<file path="config.mk">
export PLATFORM = sky130hd
export DESIGN_NAME = hpt_queue
export DESIGN_NICKNAME = d
export VERILOG_FILES = /design/src/rtl/hpt_pkg.sv /design/src/rtl/hpt_queue.sv
export SDC_FILE = /design/constraint.sdc
export NUM_CORES = 1
export LEC_CHECK = 0
export BUFFER_PORTS_ARGS = -buffer_cell sky130_fd_sc_hd__buf_4
export CORE_UTILIZATION = 55
export CTS_CLUSTER_SIZE = 28
export DETAILED_ROUTE_END_ITERATION = 8
export GPL_TIMING_DRIVEN = 0
export HOLD_SLACK_MARGIN = 0.08
export PLACE_DENSITY = 0.89
export SLEW_MARGIN = 40
export SYNTH_ARGS = -nofsm -noshare
export SYNTH_HDL_FRONTEND = slang
export SYNTH_SLANG_ARGS = --single-unit
</file>
<file path="constraint.sdc">
create_clock -name clk -period 2.3 [get_ports clk]
set_input_delay 0.115 -clock clk [delete_from_list [all_inputs] [get_ports clk]]
set_output_delay 0.115 -clock clk [all_outputs]
set_load 0.005 [all_outputs]
</file>
<file path="src/rtl/hpt_pkg.sv">
`default_nettype none
package hpt_pkg;

    // Fixed port and register geometry.
    localparam int PORT_BITS     = 32;
    localparam int CFG_BITS      = 64;
    localparam int NUM_CFG_REGS  = 8;
    localparam int CFG_IDX_BITS  = 3;
    localparam int DEF_FRAC_BITS = 16;
    localparam int DEF_DATA_BITS = 32;
    localparam int QUEUE_DEPTH   = 4;

    // Operation codes.
    localparam logic OP_VECTOR = 1'b0;
    localparam logic OP_POINT  = 1'b1;

    // Per-item classification carried from the front to the back.
    typedef struct packed {
        logic op;
        logic ovf;
        logic dz;
    } hpt_flags_t;

    // Reset value of a matrix register: the identity matrix.
    function automatic logic [CFG_BITS-1:0] cfg_reset_value(input int idx, input int frac);
        logic [CFG_BITS-1:0] one;
        one = CFG_BITS'(1) << frac;
        case (idx)
            0:       cfg_reset_value = one;
            2:       cfg_reset_value = one << 32;
            5:       cfg_reset_value = one;
            7:       cfg_reset_value = one << 32;
            default: cfg_reset_value = '0;
        endcase
    endfunction

endpackage
`default_nettype wire

</file>
<file path="src/rtl/hpt_queue.sv">
`default_nettype none
module hpt_queue #(
    parameter int WIDTH = 8,
    parameter int DEPTH = hpt_pkg::QUEUE_DEPTH
) (
    input  wire logic             clk,
    input  wire logic             rst_n,
    input  wire logic             push,
    input  wire logic [WIDTH-1:0] wdata,
    output logic                  full,
    input  wire logic             pop,
    output logic                  empty,
    output logic [WIDTH-1:0]      rdata
);
    localparam int PW = (DEPTH > 1) ? $clog2(DEPTH) : 1;
    localparam int CW = $clog2(DEPTH + 1);

    logic [WIDTH-1:0] mem [DEPTH];
    logic [PW-1:0]    wr_reg, rd_reg;
    logic [CW-1:0]    count_reg;

    assign full  = (count_reg == CW'(DEPTH));
    assign empty = (count_reg == '0);
    assign rdata = mem[rd_reg];

    // Storage.
    always_ff @(posedge clk)
    begin
        if (push && !full)
        begin
            mem[wr_reg] <= wdata;
        end
    end

    // Pointers and fill count.
    always_ff @(posedge clk or negedge rst_n)
    begin
        if (!rst_n)
        begin
            wr_reg    <= '0;
            rd_reg    <= '0;
            count_reg <= '0;
        end
        else
        begin
            if (push && !full)
            begin
                wr_reg <= (wr_reg == PW'(DEPTH - 1)) ? '0 : wr_reg + PW'(1);
            end
            if (pop && !empty)
            begin
                rd_reg <= (rd_reg == PW'(DEPTH - 1)) ? '0 : rd_reg + PW'(1);
            end
            count_reg <= count_reg + CW'(push && !full) - CW'(pop && !empty);
        end
    end

endmodule
`default_nettype wire

</file>
### After elaboration in Yosys (flattened, before gate mapping)

Memory sizes are Yosys's and may differ from the RTL's.
Cells that the tools add are included.

* memories kept: 1
* RAM bits: 32
* flip-flop bits (word level): 7
* word-level logic and storage cells: 20
* input port bits: 12
* output and inout bits: 10

Memories
* mem: words 4, bits a word 8, read ports 1, clocked after Yosys merged registers in 0, write ports 1, line hpt_queue.sv:18 `logic [WIDTH-1:0] mem [DEPTH];`

* muxes and demuxes: 4
* reduce and logical (&&, ||, !) cells: 5
* equal/unequal tests: 3
* add/sub/neg operators: 4

Operators by type and width (count)
* 2-bit by 1-bit adder with 2-bit output (second input constant): 2
* 2-bit == test (second input constant): 2
* 2-bit 2-to-1 mux: 2
* 3-bit by 1-bit adder with 3-bit output: 1
* 3-bit == test (second input constant): 1
* 3-bit zero test: 1
* 3-bit by 1-bit subtractor with 3-bit output: 1
* 1-bit logical AND: 2
* 1-bit zero test: 2
* 1-bit 2-to-1 mux: 2

### Longest topological paths before layout

Gate-level depths: netlist (run 1).

* word-level depth: 5
* gate-level depth with buffers: 9

### Worst setup path after synthesis (run 1)

No wires, ideal clock.

* path kind: reg2reg
* start point: register count_reg[1]
* end point: register count_reg[2]
* cell stages (with the launch flop): 10
* arrival time: 1.940 ns
* buffers on the path: 0
* slack: 0.237 ns
* required time: 2.177 ns
* setup time: 0.123 ns
* cell sequence: dfrtp_1 > nor3_2 > nand2b_4 > inv_1 > ha_1 > inv_1 > ha_1 > fa_1 > xor2_1 > xnor2_1

* elaborated cells between the ends (all ways): 8
* classes of those cells: add/sub (2); eq/ne (1); reduce/logical (5)

RTL lines
* start: declaration: line hpt_queue.sv:20 `logic [CW-1:0] count_reg;`
* start signal: assignment: line hpt_queue.sv:54 `count_reg <= count_reg + CW'(push && !full) - CW'(pop && !empty);`
* 3-bit zero test: line hpt_queue.sv:23 `assign empty = (count_reg == '0);`
* net empty: line hpt_queue.sv:12 `output logic empty,`
* 1-bit zero test: line hpt_queue.sv:54
* 1-bit logical AND: line hpt_queue.sv:54
* 3-bit by 1-bit subtractor with 3-bit output: line hpt_queue.sv:54

The timed path passes the listed nets, and every way through them passes these cells.
A chain may end at the register's enable or synchronous reset.

### Worst setup path after layout (run 1)

* start point: register count_reg[0]
* end point: register count_reg[2]

* cells in the longest elaborated chain, start to end: 5
* elaborated cells between the ends (all ways): 8
* classes of those cells: add/sub (2); eq/ne (1); reduce/logical (5)

RTL lines
* 3-bit == test: line hpt_queue.sv:22 `assign full = (count_reg == CW'(DEPTH));`
* 1-bit zero test: line hpt_queue.sv:54
* 1-bit logical AND: line hpt_queue.sv:54
* 3-bit by 1-bit adder with 3-bit output: line hpt_queue.sv:54
* 3-bit by 1-bit subtractor with 3-bit output (*): line hpt_queue.sv:54

Mark *: on every way between the ends. The rest lies on a longest branch, timed or not.

==> results of run 1 <==
[per-stage QoR]
step | hold slack (ps) | instance area [um^2] | utilization, %
global route | 83.7 | 2010 | 72.3
floorplan | -181 | 1620 | -
detailed placement | -66.3 | 1810 | 65.2
finish | 105 | 2010 | 72.3
CTS | 94.9 | 1970 | 70.9
global placement | -69.3 | 1810 | 65.2
[layer usage]
| layer | track usage (%) | up-vias |
|---|---|---|
| li1 | - | 386 |
| met4 | 6.27 | 0 |
| met5 | 0 | - |
| met2 | 32.7 | 23 |
| met3 | 6.98 | 0 |
| met1 | 24.1 | 437 |
[power by group through the flow]
| stage | combinational [mW] | clock [mW] | sequential (mW) |
|---|---|---|---|
| 2_1_floorplan | 0.542 | 0 | 1.04 |
| 3_3_place_gp | 0.790 | 0 | 1.05 |
| 3_5_place_dp | 0.846 | 0 | 1.07 |
| 4_1_cts | 0.861 | 0.361 | 1.05 |
| 5_1_grt | 1.00 | 0.383 | 1.07 |
| 6_report | 0.897 | 0.354 | 1.06 |
[worst max-delay path, stage by stage (launching register included)]
cell	delay (ps)
sky130_fd_sc_hd__dfrtp_2	450
sky130_fd_sc_hd__nor3_2	190
sky130_fd_sc_hd__nand2b_4	170
sky130_fd_sc_hd__inv_1	50
sky130_fd_sc_hd__ha_1	260
sky130_fd_sc_hd__inv_1	40
sky130_fd_sc_hd__ha_1	180
sky130_fd_sc_hd__fa_1	380
sky130_fd_sc_hd__xor2_1	180
sky130_fd_sc_hd__xnor2_1	130
[cells by family after synthesis]
family	Yosys count
flops	39
mux	11
simple gates	11
buf+inv	9
fa+ha+maj	8
xor+xnor	2
compound gates	1
[placed cells by master, fill, tap and decap left out]
cell type	Yosys	layout
sky130_fd_sc_hd__clkbuf_4	0	5
sky130_fd_sc_hd__nand2b_4	1	1
sky130_fd_sc_hd__clkbuf_8	0	1
sky130_fd_sc_hd__mux2_2	1	1
sky130_fd_sc_hd__dfrtp_1	7	5
sky130_fd_sc_hd__and2_2	4	4
sky130_fd_sc_hd__xor2_1	1	1
sky130_fd_sc_hd__nand2_1	1	1
sky130_fd_sc_hd__clkbuf_1	1	1
sky130_fd_sc_hd__clkinv_2	0	1
sky130_fd_sc_hd__ha_1	7	7
sky130_fd_sc_hd__mux4_2	8	8
sky130_fd_sc_hd__fa_1	1	1
sky130_fd_sc_hd__mux2_4	1	1
sky130_fd_sc_hd__buf_4	0	26
sky130_fd_sc_hd__inv_1	7	7
sky130_fd_sc_hd__o22ai_1	1	1
sky130_fd_sc_hd__nor2b_4	1	1
sky130_fd_sc_hd__mux2_1	1	1
sky130_fd_sc_hd__edfxtp_1	32	32
sky130_fd_sc_hd__xnor2_1	1	1
sky130_fd_sc_hd__dlygate4sd3_1	0	10
sky130_fd_sc_hd__nor3_2	1	1
sky130_fd_sc_hd__dfrtp_2	0	2
sky130_fd_sc_hd__buf_2	1	1
sky130_fd_sc_hd__nor2_1	2	2
sky130_fd_sc_hd__nor3b_4	1	1
[final timing paths]
path	start	slack, ps	cells past startpoint	to
max in group asynchronous	rst_n	2060	2	count_reg[0]
min in group clk	pop	130	3	rd_reg[0]
worst min register to register	count_reg[2]	640	2	count_reg[2]
worst max-delay path	count_reg[0]	160	9	count_reg[2]
worst min-delay path	rst_n	110	2	count_reg[1]
worst max register to register	count_reg[0]	160	9	count_reg[2]
[final cells by class]
type | count | area, um^2 | share of cell area (%)
Sequential cell | 39 | 1140 | 56.6
Multi-Input combinational cell | 33 | 447 | 22.2
Timing Repair Buffer | 36 | 295 | 14.7
Clock buffer | 6 | 51.3 | 2.55
Tap cell | 31 | 38.8 | 1.93
Inverter | 7 | 26.3 | 1.31
Buffer | 2 | 8.76 | 0.436
Clock inverter | 1 | 5.00 | 0.249
[timing repair]
item                                   4_1_cts  5_1_grt
buffers inserted                             0        5
resized for setup                            0        2
setup endpoints to repair                    0        1
endpoints found under the hold margin       40        0
hold buffers                                10        0
==> PnR_summary.wiki, run 1 <==
{| class="wikitable"
! Metric !! Value
|-
| H-tree lvl count || 2
|-
| DRT antenna net count || 0
|-
| Clock Power Share || 15.3%
|-
| Logic pwr share || 38.9%
|-
| Worst skew pair latency || 340 ps
|-
| Post-Synth Simple-Gate Area || 6.03%
|-
| Final-stage net count || 144
|-
| Critical Path End Type || register
|-
| Area of the die || around 3200 um^2
|-
| Total Power || 2.31 mW
|-
| Share of the clock period used by the worst path after layout || around 93%
|-
| Starting Density || 58.2%
|-
| Number of clock sinks || 39
|-
| TritonCTS clock tree || done
|-
| TritonCTS buffer count || 5
|-
| Global placer's final weighted congestion || 0.720
|-
| Post-synthesis instance area || 1620 um^2
|-
| Gr usage total || 19.6%
|-
| Die Span X || 56.2 um
|-
| Total of max-cap violations || 0
|-
| Number of endpoints failing setup at the final stage || 0
|-
| Peak clock frequency supported by timing || 0.468 GHz
|-
| DR WL met3 || 112 um
|-
| Unrepaired setup endpoints after global routing || no
|-
| Count of inserted antenna diode cells || 0
|-
| Post-synthesis cell count || around 80
|-
| Maximum buffer depth of the clock tree || 2
|-
| DRC Markers || 0
|-
| Area Growth Syn to Fin || 24.3%
|-
| Post-detailed-route wirelength per cell || between 15 and 20 um
|-
| Placed cell count || 133
|-
| Least setup slack across all paths after layout || 164 ps
|-
| Maximum clock skew at final layout || around 3.7 ps
|-
| Average cell area after synthesis || 20.0 um^2
|-
| Top post-synthesis cells by area || sky130_fd_sc_hd__edfxtp_1 59%, sky130_fd_sc_hd__mux4_2 11%, sky130_fd_sc_hd__dfrtp_1 11%
|-
| Root buf cell || sky130_fd_sc_hd__clkbuf_4
|-
| Critical path required time || 2530 ps
|-
| Peak ir drop on the vdd network || between 0.8 and 0.9 mV
|-
| Routed vias || between 800 and 900
|-
| Share of cell area taken by muxes after synthesis || between 10% and 20%
|-
| Ratio of routed vias to standard cells || 5.46
|-
| Setup slack at placement || 161 ps
|-
| Area share of fa/ha/maj cells after synthesis || 6.65%
|-
| Cell type with the highest aggregate area in the netlist || sky130_fd_sc_hd__edfxtp_1
|-
| Critical setup path kind || reg2reg
|-
| Clock-pin transition on the worst setup and hold timing paths || 110 ps
|-
| Minimum clock period || 2140 ps
|-
| Commonest cells in the netlist || 32 x sky130_fd_sc_hd__edfxtp_1, 8 x sky130_fd_sc_hd__mux4_2, 7 x sky130_fd_sc_hd__dfrtp_1, 7 x sky130_fd_sc_hd__ha_1, 7 x sky130_fd_sc_hd__inv_1
|-
| Pin count of the biggest net entering global routing || 12
|-
| Pleak || around 0.8 nW
|-
| Min-Delay Path Class || in2async
|-
| Sequential Power Share || 45.8%
|-
| Die Y-Extent || 56.2 um
|-
| Switch share || 30.1%
|-
| Run status || finished, final reports clean
|-
| Sequential-to-total area share from yosys stat || a little over two thirds
|-
| Slew @ Worst Pin || ~530 ps
|-
| Wire length of the first global-routing pass || 4280 um
|-
| Io pins || 22
|-
| Overflow left after global routing || 0
|-
| Number of buffers added on ports || 21
|-
| Routed length on met1 || 1140 um
|-
| Via count of the first global-routing pass || 887
|-
| Arrival time worst endpoint || 2370 ps
|-
| Row count || 19
|-
| Net Count, Synth || 101
|-
| Synthesized flop and latch total || 39
|-
| Router iterations before antenna repair || 4
|-
| Worst-path maximum fanout || 3
|-
| Category of the worst setup path launch point || register
|-
| Standard cell core area || about 2800 um^2
|-
| Fin Setup TNS || 0 ps
|-
| Number of filler instances in the final layout || 179
|-
| Share of the synthesized area in the top cell type || 59.4%
|-
| Synth warn || 0
|-
| Wirelength, routed || roughly 2800 um
|-
| Drt first-iter violations || 24
|-
| Number of endpoints with negative hold slack in the final report || 0
|-
| Main flop type after synthesis || sky130_fd_sc_hd__edfxtp_1
|-
| Fraction of the mapped netlist area in compound gates || less than 1%
|-
| Internal power || 1.61 mW
|-
| Post-synth cell types || 21
|-
| Highest metal layer with signal wires || met3
|-
| Number of flops mapped to enable cells by yosys || 32
|-
| Async set-reset flop share out of synthesis || 17.9%
|-
| Parity-gate share of the synthesized area counting xor and xnor cells || between 1 and 1.5%
|-
| Flip-flop count of the largest register after layout || 32
|-
| Slew HR || 64.7%
|-
| Length of routed met2 wiring || 1500 um
|-
| Share of layout cells above drive strength 1 || between 40% and 50%
|-
| Post-route non-filler standard cell count || 155
|-
| Pwr Density || 1150 nW/um^2
|-
| Detailed-placement wirelength estimate || 1780 um
|-
| Initial antenna violation count || 0
|-
| Most frequent cell after synthesis || sky130_fd_sc_hd__edfxtp_1
|-
| Final count of pins violating max slew || 0
|-
| Psw || 0.694 mW
|-
| Dominant combinational cell family by area after synthesis || multiplexers
|}
(Power assumes the default switching activity.)
==> run 2: changes to the inputs <==
==> constraint.sdc (replaced) <==
create_clock -name clk -period 2.2 [get_ports clk]
set_input_delay 0.11 -clock clk [delete_from_list [all_inputs] [get_ports clk]]
set_output_delay 0.11 -clock clk [all_outputs]
set_load 0.005 [all_outputs]
==> PnR_summary.wiki, run 2 (synthesized netlist as in run 1, its figures left out) <==
{| class="wikitable"
! Metric !! Value
|-
| Die Span X || 56.2 um (unchanged)
|-
| Number of clock sinks || 39 (unchanged)
|-
| Standard cell core area || 2780 um^2 (unchanged)
|-
| Die Y-Extent || 56.2 um (unchanged)
|-
| Internal power || 1.72 mW (+6.6%)
|-
| Row count || 19 (unchanged)
|-
| H-tree lvl count || 2 (unchanged)
|-
| Setup slack at placement || 61.0 ps (-100 ps)
|-
| Wire length of the first global-routing pass || 4280 um (unchanged)
|-
| Logic pwr share || 40.5% (+1.6 points)
|-
| Arrival time worst endpoint || 2350 ps (-20 ps)
|-
| Maximum clock skew at final layout || 6.60 ps (+2.91 ps)
|-
| Via count of the first global-routing pass || 887 (unchanged)
|-
| Clock Power Share || 14.9% (-0.4 points)
|-
| Most common cell after layout, fill and taps aside || sky130_fd_sc_hd__edfxtp_1
|-
| Placement-stage cell area || 1810 um^2 (unchanged)
|-
| DRT antenna net count || 0 (unchanged)
|-
| Sequential Power Share || 44.6% (-1.2 points)
|-
| Total area of multi-input combinational cells || 472 um^2 (+5.6%)
|-
| Min-Delay Path Class || in2reg
|-
| Routed vias || 854 (+0.95%)
|-
| Flip-flop count of the largest register after layout || 32 (unchanged)
|-
| Commonest cells after routing, fill and taps aside || 32 x sky130_fd_sc_hd__edfxtp_1, 27 x sky130_fd_sc_hd__buf_4, 11 x sky130_fd_sc_hd__dlygate4sd3_1, 8 x sky130_fd_sc_hd__mux4_2
|-
| Area of all placed cells without fillers || 2050 um^2 (+2.1%)
|-
| Starting Density || 58.2% (unchanged)
|-
| Final worst hold slack || 248 ps (+143 ps)
|-
| Total of max-cap violations || 0 (unchanged)
|-
| Pleak || 0.797 nW (+0.56%)
|-
| Worst-path maximum fanout || 3 (unchanged)
|-
| Share of the clock period used by the worst path after layout || 96.2% (+3.3 points)
|-
| Clock-pin transition on the worst setup and hold timing paths || 110 ps (about the same)
|-
| Number of buffers added on ports || 21 (unchanged)
|-
| Wirelength, routed || 2900 um (+5.3%)
|-
| Detailed-placement wirelength estimate || 1780 um (unchanged)
|-
| Worst skew pair latency || 340 ps (about the same)
|-
| TritonCTS clock tree || done
|-
| Critical setup path kind || reg2reg
|-
| Drt first-iter violations || 23 (-4.2%)
|-
| Area of the die || 3160 um^2 (unchanged)
|-
| Minimum clock period || 2120 ps (-20.3 ps)
|-
| Final Util || 73.8% (+1.5 points)
|-
| Pin count of the biggest net entering global routing || 12 (unchanged)
|-
| Category of the worst setup path launch point || register
|-
| Gr usage total || 19.6% (unchanged)
|-
| Pwr Density || 1210 nW/um^2 (+5.2%)
|-
| Number of endpoints with negative hold slack in the final report || 0 (unchanged)
|-
| Critical Path End Type || register
|-
| Slew @ Worst Pin || 531 ps (+1.45 ps)
|-
| Ratio of routed vias to standard cells || 5.44 (-0.34%)
|-
| Share of layout cells above drive strength 1 || 49.2% (+5.7 points)
|-
| Maximum buffer depth of the clock tree || 2 (unchanged)
|-
| Run status || finished, final reports clean
|-
| Root buf cell || sky130_fd_sc_hd__clkbuf_4
|-
| Total Power || 2.48 mW (+7.5%)
|-
| Slew HR || 64.6% (-0.097 points)
|-
| Global placer's final weighted congestion || 0.720 (unchanged)
|-
| TritonCTS buffer count || 5 (unchanged)
|-
| Psw || 0.760 mW (+9.4%)
|-
| Area Growth Syn to Fin || 26.9%
|-
| Number of endpoints failing setup at the final stage || 0 (unchanged)
|-
| Final-stage net count || 146 (+1.4%)
|-
| DRC Markers || 0 (unchanged)
|-
| Critical path required time || 2430 ps (-100 ps)
|-
| Least setup slack across all paths after layout || 84.4 ps (-79.7 ps)
|-
| Number of filler instances in the final layout || 172 (-3.9%)
|-
| Switch share || 30.6% (+0.56 points)
|-
| Fin Setup TNS || 0 ps (unchanged)
|-
| Initial antenna violation count || 0 (unchanged)
|-
| Final count of pins violating max slew || 0 (unchanged)
|-
| Router iterations before antenna repair || 3 (-1)
|-
| Peak ir drop on the vdd network || 0.961 mV (+11%)
|-
| Post-route non-filler standard cell count || 157 (+1.3%)
|-
| Placed cell count || 133 (unchanged)
|-
| Io pins || 22 (unchanged)
|-
| Post-detailed-route wirelength per cell || 18.4 um (+3.9%)
|-
| Count of inserted antenna diode cells || 0 (unchanged)
|-
| Overflow left after global routing || 0 (unchanged)
|-
| Peak clock frequency supported by timing || 0.473 GHz (+0.96%)
|-
| Register area || 1140 um^2 (unchanged)
|}
run 2: cell type report:
class                   instances  area share, %
flip-flops and latches         39           55.5
multi-input cells              33           23.0
repair buffers                 38           15.2
clock buffers                   6           2.50
well taps                      31           1.89
inverters                       7           1.28
plain buffers                   2          0.427
clock inverters                 1          0.244
run 2: power groups by stage:
stage                     Clock, mW  Sequential (mW)  Combinational (mW)
after floorplan                   0             1.09               0.567
after global placement            0             1.10               0.826
after detailed placement          0             1.12               0.884
after CTS                     0.377             1.10               0.900
after global routing          0.400             1.12                1.10
final                         0.371             1.10                1.00
run 2: path summary, 6_finish.rpt:
| path | start | to | slack (ps) | cells past startpoint |
|---|---|---|---|---|
| min in group asynchronous | rst_n | count_reg[1] | 630 | 3 |
| max in group asynchronous | rst_n | count_reg[0] | 1440 | 3 |
| worst min-delay path | pop | rd_reg[1] | 250 | 4 |
| worst min register to register | count_reg[2] | count_reg[2] | 620 | 2 |
| worst max register to register | count_reg[0] | count_reg[2] | 80 | 9 |
| worst max-delay path | count_reg[0] | count_reg[2] | 80 | 9 |
run 2: worst max-delay path: stages, from the launching register on:
cell,delay (ps)
sky130_fd_sc_hd__dfrtp_2,450
sky130_fd_sc_hd__nor3_2,200
sky130_fd_sc_hd__nand2b_4,170
sky130_fd_sc_hd__inv_2,40
sky130_fd_sc_hd__ha_4,250
sky130_fd_sc_hd__inv_2,30
sky130_fd_sc_hd__ha_2,180
sky130_fd_sc_hd__fa_2,380
sky130_fd_sc_hd__xor2_2,190
sky130_fd_sc_hd__xnor2_1,120
run 2: metal layers:
layer	GRT usage, %	part of all wire, %
met5	0	0
met4	6.27	0.90
met3	6.98	2.7
met2	32.7	55
met1	24.1	41
run 2: timing repair:
action	in CTS	in global routing
hold endpoints to repair	40	1
hold buffers	10	1
endpoints found under the setup margin	0	1
setup buffers	0	6
resized for setup	0	9
==> run 3: changes to the inputs <==
--- a/config.mk
+++ b/config.mk
@@ -6,12 +6,14 @@
 export NUM_CORES = 1
 export LEC_CHECK = 0
 export BUFFER_PORTS_ARGS = -buffer_cell sky130_fd_sc_hd__buf_4
-export CORE_UTILIZATION = 55
+export CELL_PAD_IN_SITES_DETAIL_PLACEMENT = 0
+export CELL_PAD_IN_SITES_GLOBAL_PLACEMENT = 1
+export CORE_UTILIZATION = 48
 export CTS_CLUSTER_SIZE = 28
 export DETAILED_ROUTE_END_ITERATION = 8
 export GPL_TIMING_DRIVEN = 0
 export HOLD_SLACK_MARGIN = 0.08
-export PLACE_DENSITY = 0.89
+export PLACE_DENSITY = 0.76
 export SLEW_MARGIN = 40
 export SYNTH_ARGS = -nofsm -noshare
 export SYNTH_HDL_FRONTEND = slang
==> PnR_summary.wiki, run 3 (synthesized netlist as in run 1, its figures left out) <==
{| class="wikitable"
! Metric !! Value
|-
| Via count of the first global-routing pass || 814 (-8.2%)
|-
| Slew HR || 63.2% (-1.4 points)
|-
| Die Span X || 60.1 um (+6.8%)
|-
| Root buf cell || sky130_fd_sc_hd__clkbuf_4
|-
| Final count of pins violating max slew || 0 (unchanged)
|-
| Maximum clock skew at final layout || 6.65 ps (+0.0483 ps)
|-
| Row count || 20 (+1)
|-
| Count of inserted antenna diode cells || 0 (unchanged)
|-
| Final worst hold slack || 113 ps (-135 ps)
|-
| DRC Markers || 0 (unchanged)
|-
| Unrepaired setup endpoints after global routing || no
|-
| Post-route non-filler standard cell count || 167 (+6.4%)
|-
| Area Growth Syn to Fin || 24.8%
|-
| TritonCTS buffer count || 5 (unchanged)
|-
| Pin count of the biggest net entering global routing || 12 (unchanged)
|-
| Arrival time worst endpoint || 2300 ps (-50 ps)
|-
| DRT antenna net count || 0 (unchanged)
|-
| Initial antenna violation count || 0 (unchanged)
|-
| Critical setup path kind || reg2reg
|-
| Die Y-Extent || 60.1 um (+6.8%)
|-
| TritonCTS clock tree || done
|-
| Clock-pin transition on the worst setup and hold timing paths || 100 ps (about the same)
|-
| Number of endpoints with negative hold slack in the final report || 0 (unchanged)
|-
| Post-detailed-route wirelength per cell || 14.4 um (-22%)
|-
| Most common cell after layout, fill and taps aside || sky130_fd_sc_hd__edfxtp_1
|-
| Critical path origin || count_reg[1]
|-
| Number of clock sinks || 39 (unchanged)
|-
| Standard cell core area || 3130 um^2 (+12%)
|-
| Min-Delay Path Class || in2async
|-
| Commonest cells after routing, fill and taps aside || 32 x sky130_fd_sc_hd__edfxtp_1, 24 x sky130_fd_sc_hd__buf_4, 10 x sky130_fd_sc_hd__dlygate4sd3_1, 8 x sky130_fd_sc_hd__mux4_2
|-
| Pleak || 0.780 nW (-2.1%)
|-
| Fin Setup TNS || 0 ps (unchanged)
|-
| Wirelength, routed || 2410 um (-17%)
|-
| Peak ir drop on the vdd network || 0.664 mV (-31%)
|-
| Io pins || 22 (unchanged)
|-
| Global placer's final weighted congestion || 0.668 (-7.3%)
|-
| Share of layout cells above drive strength 1 || 41.5% (-7.7 points)
|-
| Critical Path End Type || register
|-
| Ratio of routed vias to standard cells || 4.84 (-11%)
|-
| Starting Density || 51.7% (-6.4 points)
|-
| Top Family by Delay on Critical Path || adder cells
|-
| Launch instance of the worst register-to-register path || count_reg[1]
|-
| Pwr Density || 1160 nW/um^2 (-3.7%)
|-
| Category of the worst setup path launch point || register
|-
| Number of endpoints failing setup at the final stage || 0 (unchanged)
|-
| Peak clock frequency supported by timing || 0.482 GHz (+2.0%)
|-
| Detailed-placement wirelength estimate || 1620 um (-9.1%)
|-
| Router iterations before antenna repair || 4 (+1)
|-
| H-tree lvl count || 2 (unchanged)
|-
| Worst-path maximum fanout || 4 (+1)
|-
| Crit path cell chain || nor3_4, nand2b_4, inv_1, ha_1, inv_1, ha_1, fa_2, xor2_2, xnor2_1
|-
| Slowest library cell on the worst path || sky130_fd_sc_hd__dfrtp_2
|-
| Area of the die || 3610 um^2 (+14%)
|-
| Number of buffers added on ports || 21 (unchanged)
|-
| Worst path bufs/invs || 2 (unchanged)
|-
| Maximum buffer depth of the clock tree || 2 (unchanged)
|-
| Drt first-iter violations || 11 (-52%)
|-
| Routed vias || 808 (-5.4%)
|-
| Final-stage net count || 142 (-2.7%)
|-
| Flip-flop count of the largest register after layout || 32 (unchanged)
|-
| Total of max-cap violations || 0 (unchanged)
|-
| Run status || finished, final reports clean
|-
| Worst skew pair latency || 340 ps (about the same)
|-
| Wire length of the first global-routing pass || 3760 um (-12%)
|-
| Slew @ Worst Pin || 552 ps (+21.0 ps)
|-
| Overflow left after global routing || 0 (unchanged)
|-
| Placed cell count || 146 (+9.8%)
|-
| Share of the clock period used by the worst path after layout || 94.3% (-1.9 points)
|-
| Gr usage total || 15.8% (-3.8 points)
|-
| Critical path required time || 2430 ps (about the same)
|-
| Slowest Stage Delay on Critical Path || 470 ps (+20 ps)
|-
| Minimum clock period || 2070 ps (-42.1 ps)
|}
run 3: cell count changes in the layout (fill, tap and decap cells not counted), sizes merged:
cell / change
dlygate4sd3: -1
buf: -3
clkinv: +1
run 3: worst paths after layout:
path / endpoint / slack [ps] / cells past startpoint
max: count_reg[2] / 130 / 9
min: count_reg[0] / 110 / 2
max reg2reg: count_reg[2] / 130 / 9
min reg2reg: wr_reg[0] / 620 / 1
max in group asynchronous: count_reg[1] / 1950 / 2
min in group clk: rd_reg[0] / 120 / 3
run 3: repair_timing:
item | CTS | global route
resized for setup | 0 | 4
hold endpoints to repair | 40 | 0
setup endpoints to repair | 0 | 1
hold buffers | 10 | 0
setup buffers | 0 | 3
run 3: cell type report:
| type | count | area (um^2) |
|---|---|---|
| repair buffers | 34 | 280 |
| plain buffers | 2 | 8.76 |
| multi-input cells | 33 | 463 |
| inverters | 7 | 26.3 |
| clock buffers | 6 | 41.3 |
| clock inverters | 2 | 7.51 |
| fillers | 239 | 1110 |
| well taps | 44 | 55.1 |
| flip-flops and latches | 39 | 1140 |
run 3: worst register-to-register path: stages, from the launching register on:
cell,delay (ps)
sky130_fd_sc_hd__dfrtp_2,470
sky130_fd_sc_hd__nor3_4,190
sky130_fd_sc_hd__nand2b_4,160
sky130_fd_sc_hd__inv_1,40
sky130_fd_sc_hd__ha_1,260
sky130_fd_sc_hd__inv_1,40
sky130_fd_sc_hd__ha_1,180
sky130_fd_sc_hd__fa_2,350
sky130_fd_sc_hd__xor2_2,160
sky130_fd_sc_hd__xnor2_1,130
run 3: per-layer routing:
metal | global-route usage (%) | vias up | routed length, um
li1 | - | 391 | -
met1 | 18.5 | 395 | 1040
met2 | 26.5 | 18 | 1250
met3 | 5.84 | 4 | 96
met4 | 5.98 | 0 | 31
met5 | 0 | - | 0
run 3: power by group:
group / internal [mW] / switching [mW] / leakage (nW)
clock network: 0.118 / 0.211 / 0.0273
logic: 0.530 / 0.394 / 0.378
registers: 1.00 / 0.0961 / 0.375
run 3: through the flow:
step	setup WS [ps]	power (mW)	cell area, um^2	utilization, %
final	126	2.35	2020	64.6
after global routing	17.0	2.52	2020	64.6
after CTS	32.3	2.32	1980	63.3
after detailed placement	68.2	1.97	1830	58.5
after global placement	64.4	1.95	1830	58.5
after floorplan	137	1.65	1620	-
